<file path="src/rtl/pcs_pkg.sv">
package pcs_pkg;

  localparam int MODULUS     = 12289;
  localparam int POLY_LENGTH = 512;
  localparam int QUEUE_DEPTH = 8;

  localparam int VALUE_W = 14;
  localparam int BYTE_W  = 8;
  localparam int COMP_W  = 3;
  localparam int PEND_W  = 7;
  localparam int ACC_W   = PEND_W + VALUE_W;
  localparam int NBITS_W = 5;

  localparam logic [NBITS_W-1:0] FULL_BITS = NBITS_W'(VALUE_W);
  localparam logic [NBITS_W-1:0] COMP_BITS = NBITS_W'(COMP_W);

  typedef struct packed {
    logic [VALUE_W-1:0] value;
    logic               is_comp;
    logic               last;
  } entry_t;

endpackage

</file>
<file path="src/rtl/poly_coeff_serializer.sv">
// Packs raw 16-bit coefficients into a byte stream. Each coefficient is reduced
// modulo MODULUS, then appended least significant bit first either as 14 bits
// (format_mode 0) or as a rounded 3-bit compressed value (format_mode 1). Each
// completed byte appears as one result transaction; run_last marks the last
// byte from a coefficient and poly_end the last byte of a POLY_LENGTH
// polynomial, after which leftover bits are dropped. A coefficient can be
// pushed every cycle while full is low into a three-stage reduction pipeline
// feeding an entry queue; the packer writes one byte per cycle to the result
// register while the receiver pops, and writes a two-byte coefficient's second
// byte before taking the next entry. Full mode makes seven bytes per four
// coefficients (never more than two per coefficient), compress mode at most
// one. A coefficient's first byte goes through the pipeline, the queue and the
// result register. Change format_mode only while the block is idle.
module poly_coeff_serializer #(
  parameter int MODULUS     = pcs_pkg::MODULUS,
  parameter int POLY_LENGTH = pcs_pkg::POLY_LENGTH,
  parameter int QUEUE_DEPTH = pcs_pkg::QUEUE_DEPTH
) (
  input  logic        clk,
  input  logic        rst,
  input  logic        push,
  output logic        full,
  input  logic [15:0] coefficient,
  input  logic        cfg_write,
  input  logic        cfg_data,
  output logic        empty,
  input  logic        pop,
  output logic [7:0]  out_byte,
  output logic        run_last,
  output logic        poly_end
);

  localparam int CNT_W = $clog2(QUEUE_DEPTH + 1);
  localparam int TOT_W = CNT_W + 1;

  logic             accept;
  logic             entry_valid;
  pcs_pkg::entry_t  entry;
  logic [1:0]       inflight;
  pcs_pkg::entry_t  head;
  logic             head_valid;
  logic             head_pop;
  logic [CNT_W-1:0] qcount;
  logic [TOT_W-1:0] occupancy;

  // entries in flight are counted so the pipeline never needs to stall
  assign occupancy = TOT_W'(qcount) + TOT_W'(inflight);
  assign full      = (occupancy >= TOT_W'(QUEUE_DEPTH));
  assign accept    = push && !full;

  pcs_front #(
    .MODULUS     (MODULUS),
    .POLY_LENGTH (POLY_LENGTH)
  ) u_front (
    .clk         (clk),
    .rst         (rst),
    .accept      (accept),
    .coefficient (coefficient),
    .cfg_write   (cfg_write),
    .cfg_data    (cfg_data),
    .entry_valid (entry_valid),
    .entry       (entry),
    .inflight    (inflight)
  );

  pcs_queue #(
    .DEPTH (QUEUE_DEPTH)
  ) u_queue (
    .clk       (clk),
    .rst       (rst),
    .wr_en     (entry_valid),
    .wr_data   (entry),
    .rd_en     (head_pop),
    .rd_data   (head),
    .not_empty (head_valid),
    .count     (qcount)
  );

  pcs_back u_back (
    .clk        (clk),
    .rst        (rst),
    .head_valid (head_valid),
    .head       (head),
    .head_pop   (head_pop),
    .empty      (empty),
    .pop        (pop),
    .out_byte   (out_byte),
    .run_last   (run_last),
    .poly_end   (poly_end)
  );

  a_occupancy_bound: assert property (@(posedge clk) disable iff (rst)
    occupancy <= TOT_W'(QUEUE_DEPTH))
    else $error("queue occupancy over depth");

  a_end_is_last: assert property (@(posedge clk) disable iff (rst)
    (!empty && poly_end) |-> run_last)
    else $error("poly_end without run_last");

  a_pop_nonempty: assert property (@(posedge clk) disable iff (rst)
    head_pop |-> (qcount != '0))
    else $error("entry taken from empty queue");

  a_reset_empty: assert property (@(posedge clk)
    $past(rst) |-> empty)
    else $error("result after reset");

endmodule

</file>
<file path="src/rtl/pcs_front.sv">
module pcs_front #(
  parameter int MODULUS     = pcs_pkg::MODULUS,
  parameter int POLY_LENGTH = pcs_pkg::POLY_LENGTH
) (
  input  logic                          clk,
  input  logic                          rst,
  input  logic                          accept,
  input  logic [15:0]                   coefficient,
  input  logic                          cfg_write,
  input  logic                          cfg_data,
  output logic                          entry_valid,
  output pcs_pkg::entry_t               entry,
  output logic [1:0]                    inflight
);

  localparam int IDX_W = $clog2(POLY_LENGTH);
  localparam longint unsigned RECIP =
    ((64'd1 << 32) + longint'(MODULUS) - 64'd1) / longint'(MODULUS);
  localparam int SUM_W = 18;

  logic [31:0] recip;
  assign recip = 32'(RECIP);

  logic             format_mode;
  logic [IDX_W-1:0] coeff_index;

  logic        s0_valid, s1_valid, s2_valid;
  logic [15:0] s0_x, s1_x;
  logic        s0_comp, s1_comp, s2_comp;
  logic        s0_last, s1_last, s2_last;
  logic [15:0] s1_quot;
  logic [pcs_pkg::VALUE_W-1:0] s2_t;

  logic [47:0] prod;
  logic [15:0] rem;
  logic [SUM_W-1:0] scaled;
  logic [3:0] level;
  logic [pcs_pkg::COMP_W-1:0] comp_val;
  logic last_coeff;

  assign last_coeff = (coeff_index == IDX_W'(POLY_LENGTH - 1));

  always_ff @(posedge clk) begin
    if (rst) begin
      format_mode <= 1'b0;
    end else if (cfg_write) begin
      format_mode <= cfg_data;
    end
  end

  always_ff @(posedge clk) begin
    if (rst) begin
      coeff_index <= '0;
      s0_valid    <= 1'b0;
      s1_valid    <= 1'b0;
      s2_valid    <= 1'b0;
    end else begin
      if (accept) begin
        coeff_index <= last_coeff ? '0 : coeff_index + IDX_W'(1);
      end
      s0_valid <= accept;
      s1_valid <= s0_valid;
      s2_valid <= s1_valid;
    end
  end

  // quotient by reciprocal, exact for 16-bit inputs
  assign prod = {16'b0, s0_x} * {16'b0, recip};
  assign rem  = s1_x - 16'(s1_quot * 16'(MODULUS));

  always_ff @(posedge clk) begin
    if (accept) begin
      s0_x    <= coefficient;
      s0_comp <= format_mode;
      s0_last <= last_coeff;
    end
    s1_x    <= s0_x;
    s1_quot <= prod[47:32];
    s1_comp <= s0_comp;
    s1_last <= s0_last;
    s2_t    <= rem[pcs_pkg::VALUE_W-1:0];
    s2_comp <= s1_comp;
    s2_last <= s1_last;
  end

  // rounded 8*t/q by threshold compares
  assign scaled = {1'b0, s2_t, 3'b000} + SUM_W'(MODULUS / 2);

  always_comb begin
    level = '0;
    for (int k = 1; k <= 8; k++) begin
      if (scaled >= SUM_W'(k * MODULUS)) begin
        level = level + 4'd1;
      end
    end
  end

  assign comp_val = level[pcs_pkg::COMP_W-1:0];

  assign entry_valid   = s2_valid;
  assign entry.value   = s2_comp ? pcs_pkg::VALUE_W'(comp_val) : s2_t;
  assign entry.is_comp = s2_comp;
  assign entry.last    = s2_last;
  assign inflight      = 2'(s0_valid) + 2'(s1_valid) + 2'(s2_valid);

endmodule

</file>
<file path="src/rtl/pcs_queue.sv">
module pcs_queue #(
  parameter int DEPTH = pcs_pkg::QUEUE_DEPTH
) (
  input  logic                       clk,
  input  logic                       rst,
  input  logic                       wr_en,
  input  pcs_pkg::entry_t            wr_data,
  input  logic                       rd_en,
  output pcs_pkg::entry_t            rd_data,
  output logic                       not_empty,
  output logic [$clog2(DEPTH+1)-1:0] count
);

  localparam int PTR_W = $clog2(DEPTH);
  localparam int CNT_W = $clog2(DEPTH + 1);

  pcs_pkg::entry_t slots [DEPTH];
  logic [PTR_W-1:0] head, tail;

  always_ff @(posedge clk) begin
    if (rst) begin
      head  <= '0;
      tail  <= '0;
      count <= '0;
    end else begin
      if (wr_en) begin
        tail <= (tail == PTR_W'(DEPTH - 1)) ? '0 : tail + PTR_W'(1);
      end
      if (rd_en) begin
        head <= (head == PTR_W'(DEPTH - 1)) ? '0 : head + PTR_W'(1);
      end
      if (wr_en && !rd_en) begin
        count <= count + CNT_W'(1);
      end else if (rd_en && !wr_en) begin
        count <= count - CNT_W'(1);
      end
    end
  end

  always_ff @(posedge clk) begin
    if (wr_en) begin
      slots[tail] <= wr_data;
    end
  end

  assign rd_data   = slots[head];
  assign not_empty = (count != '0);

endmodule

</file>
<file path="src/rtl/pcs_back.sv">
module pcs_back (
  input  logic                clk,
  input  logic                rst,
  input  logic                head_valid,
  input  pcs_pkg::entry_t     head,
  output logic                head_pop,
  output logic                empty,
  input  logic                pop,
  output logic [7:0]          out_byte,
  output logic                run_last,
  output logic                poly_end
);

  logic [pcs_pkg::PEND_W-1:0]  pend_bits;
  logic [2:0]                  pend_cnt;
  logic                        out_valid;
  logic                        second_valid;
  logic [7:0]                  second_byte;
  logic                        second_end;

  logic [pcs_pkg::ACC_W-1:0]   acc;
  logic [pcs_pkg::NBITS_W-1:0] nbits;
  logic [1:0]                  nbytes;
  logic [2:0]                  rem_cnt;
  logic [pcs_pkg::PEND_W-1:0]  rem_bits;
  logic [pcs_pkg::PEND_W-1:0]  rem_mask;
  logic                        slot_free;

  assign acc = pcs_pkg::ACC_W'(pend_bits)
             | (pcs_pkg::ACC_W'(head.value) << pend_cnt);
  assign nbits = pcs_pkg::NBITS_W'(pend_cnt)
               + (head.is_comp ? pcs_pkg::COMP_BITS : pcs_pkg::FULL_BITS);

  always_comb begin
    if (nbits >= pcs_pkg::NBITS_W'(16)) begin
      nbytes   = 2'd2;
      rem_bits = pcs_pkg::PEND_W'(acc[pcs_pkg::ACC_W-1:16]);
    end else if (nbits >= pcs_pkg::NBITS_W'(8)) begin
      nbytes   = 2'd1;
      rem_bits = acc[8 +: pcs_pkg::PEND_W];
    end else begin
      nbytes   = 2'd0;
      rem_bits = acc[pcs_pkg::PEND_W-1:0];
    end
  end

  assign rem_cnt   = nbits[2:0];
  assign rem_mask  = pcs_pkg::PEND_W'((8'd1 << rem_cnt) - 8'd1);
  assign slot_free = !out_valid || pop;
  assign head_pop  = head_valid && !second_valid && (slot_free || nbytes == 2'd0);

  always_ff @(posedge clk) begin
    if (rst) begin
      pend_bits    <= '0;
      pend_cnt     <= '0;
      out_valid    <= 1'b0;
      second_valid <= 1'b0;
    end else begin
      if (head_pop) begin
        if (head.last) begin
          pend_bits <= '0;
          pend_cnt  <= '0;
        end else begin
          pend_bits <= rem_bits & rem_mask;
          pend_cnt  <= rem_cnt;
        end
      end
      if (slot_free) begin
        out_valid <= second_valid || (head_pop && nbytes != 2'd0);
      end
      if (second_valid && slot_free) begin
        second_valid <= 1'b0;
      end else if (head_pop && nbytes == 2'd2) begin
        second_valid <= 1'b1;
      end
    end
  end

  always_ff @(posedge clk) begin
    if (slot_free) begin
      if (second_valid) begin
        out_byte <= second_byte;
        run_last <= 1'b1;
        poly_end <= second_end;
      end else begin
        out_byte <= acc[7:0];
        run_last <= (nbytes == 2'd1);
        poly_end <= head.last && (nbytes == 2'd1);
      end
    end
    if (head_pop) begin
      second_byte <= acc[15:8];
      second_end  <= head.last;
    end
  end

  assign empty = !out_valid;

endmodule

</file>
<file path="config.mk">
export PLATFORM = sky130hd
export DESIGN_NAME = poly_coeff_serializer
export DESIGN_NICKNAME = d
export VERILOG_FILES = /design/src/rtl/pcs_pkg.sv /design/src/rtl/poly_coeff_serializer.sv /design/src/rtl/pcs_front.sv /design/src/rtl/pcs_queue.sv /design/src/rtl/pcs_back.sv
export SDC_FILE = /design/constraint.sdc
export NUM_CORES = 1
export LEC_CHECK = 0
export BUFFER_PORTS_ARGS = -buffer_cell sky130_fd_sc_hd__buf_2
export CORE_MARGIN = 4
export CORE_UTILIZATION = 55
export DETAILED_ROUTE_END_ITERATION = 6
export PLACE_DENSITY = 0.81
export SYNTH_ARGS = -nofsm -noshare
export SYNTH_HDL_FRONTEND = slang
export SYNTH_SLANG_ARGS = --single-unit
</file>
<file path="constraint.sdc">
create_clock -name clk -period 6.65 [get_ports clk]
set_clock_uncertainty 0.1 [all_clocks]
set_input_delay 0.9975 -clock clk [delete_from_list [all_inputs] [get_ports clk]]
set_output_delay 0.9975 -clock clk [all_outputs]
set_load 0.05 [all_outputs]
</file>
==> metrics.yaml <==
detailed_routing:
  remaining_drc_errors: 0
  drt_iter0_drc: 736
  post_drt_wl_per_cell_um: 18.4
  vias_per_cell: 5.74
  ant_nets: 0
  vias: 9204
  drt_pre_antenna_iters: 5
  wirelength_um: 29600
cts:
  cts_tree: "done"
  clock_path_buffers: 3
  htree_levels: 1
  path_clk_slew_ns: 0.06
  post-cts-setup-buffers: 0
  cts_sinks: 238
  cts_resized: 0
  cts_hold_buffers: 0
  cts_root_buffer: "clkbuf_16"
  clock_latency_ns: 0.52
  cts_buffers: 24
global_route:
  grt_max_degree: 33
  antenna_found_initial: 0
  grt_pass1_vias: 9817
  grt_pass1_wl_um: 49300
  track_usage: 0.201
  overflow: 0
sta:
  min_period_ns: 6.23
  drv_slew: 0
  rsz0062_at_grt: "no"
  postLayoutSetupSlackWorst_ns: 0.422
  finalHoldViolCount: 0
  setup_viol: 0
  slew_headroom: 0.352
  period_share: 0.937
  whs_ns: 0.240
  setup_tns_ns: 0
  maxClockFrequency_ghz: 0.161
  worstMarginPinSlew_ns: 0.969
cells_and_area:
  area_delta_synth_final_pct: 8.93
  mostFrequentLayoutCells: "inv_1 (179), ha_1 (172), edfxtp_1 (165), fa_1 (97), dfxtp_1 (72)"
  nets: 1536
  final_common_cell: "inv_1"
  drive_gt1_frac: 0.127
  antennaDiodeCount: 0
worst_setup_path:
  critPathMaxFanout: 8
  worst-r2r-cell-count: 25
  slowest_delay_ns: 0.42
  r2r_slack_ns: 0.42
  cp_slowest_cell: "dfxtp_1"
  critPathRequiredTime_ns: 6.81
  cp-end-kind: "flip-flop"
  cp_common_cell: "ha_1"
  setup.worst_path.class: "reg2reg"
  critPathLaunchType: "flip-flop"
  arrival_ns: 6.38
synthesis:
  ys.flop_type: "edfxtp_1"
  synth_area_um2: 15200
  ys_seq_elements: 238
  seq_area_frac_synth: 0.423
  synth_cells: 1198
  ys_async_sr_fraction: 0
  syn_nets: 1489
  synthDistinctLibCells: 76
  synth_warnings: 0
  avgSynthCellArea_um2: 12.6
  synth_edf_count: 165
floorplanning:
  die-height_um: 174
  dieArea_um2: 30300
  num_rows: 60
  die_w_um: 174
  core_region_area_um2: 27000
  io_pins: 34
  start_util: 0.561
place:
  gp_congestion: 0.897
  hpwl_um: 21900
  pre_cts_ws_ns: 0.464
  numPortBuffers: 33
worst_hold_path:
  min_path_cells: 0
  hp-class: "reg2reg"
flow_run:
  max-cap-violations: 0
run_status:
  outcome: "completed"
synthesized netlist by cell type (all sizes together), types with 22 or more instances:
cell type / number / area share
o21ai: 25 / 0.0090
nand2: 56 / 0.014
ha: 172 / 0.14
mux2: 22 / 0.016
nor2: 62 / 0.016
inv: 181 / 0.045
dfxtp: 73 / 0.096
fa: 97 / 0.13
edfxtp: 165 / 0.33
xnor2: 27 / 0.016
mux4: 41 / 0.061
a21oi: 37 / 0.012
flip-flops by register name, indices dropped and copies added (netlist names), 3 cells and up, named ones only:
register and cells:
u_back.out_byte 8, u_queue.count 4, u_front.s0_x 16, u_back.second_byte 8, u_queue.tail 3, u_back.pend_bits 7
u_back.pend_cnt 3, u_queue.slots 128, u_front.s1_quot 3, u_front.s1_x 14, u_front.coeff_index 9, u_front.s2_t 14
u_queue.head 3
cells by family after synthesis:
| family | count (synthesis) | share of synthesized area |
|---|---|---|
| fa+ha+maj | 269 | 0.270 |
| mux | 84 | 0.0930 |
| simple gates | 230 | 0.0763 |
| compound gates | 127 | 0.0554 |
| flops | 238 | 0.423 |
| xor+xnor | 44 | 0.0277 |
| buf+inv | 206 | 0.0540 |
metal layers:
layer / routed length, um / up-vias / GRT usage
met4: 991 / 0 / 0.0663
met2: 15300 / 219 / 0.361
met1: 12100 / 4603 / 0.255
met5: 0 / - / 0
met3: 1160 / 73 / 0.0233
li1: - / 4309 / -
final cells by class:
cell class                 count  area [um^2]
clock buffer                  34          669
clock inverter                10          118
fill                        1989        10500
inverter                     182          683
multi-input combinational    754         7940
sequential                   238         6420
tap                          341          427
timing repair buffer          45          255
stage by stage:
step                      std cells   util  cell area [um^2]
after global placement         1560  0.582             15700
final                          1604  0.611             16500
after detailed placement       1560  0.582             15700
after floorplan                1198      -             15200
after global routing           1604  0.611             16500
after CTS                      1604  0.611             16500
worst paths after layout:
path,startpoint,endpoint
worst max-delay path,u_front.s2_t[8]$_DFF_P_,u_queue.slots[3][4]$_DFFE_PP_
worst min-delay path,u_front.s1_last$_DFF_P_,u_front.s2_last$_DFF_P_
worst max register to register,u_front.s2_t[8]$_DFF_P_,u_queue.slots[3][4]$_DFFE_PP_
worst min register to register,u_front.s1_last$_DFF_P_,u_front.s2_last$_DFF_P_
critical path, delay by kind of cell (launching register included):
kind | cells | cell delay (ns)
muxes | 1 | 0.33
buffers and inverters | 1 | 0.08
AOI/OAI and AO/OA | 2 | 0.23
xor gates and xnor gates | 4 | 1.00
adders and majority gates | 7 | 2.02
DFF | 1 | 0.42
and+or+nand+nor | 10 | 1.78
Power is not shown: default switching activity piles up to over one toggle a cycle in this logic, so the estimate is an artifact.
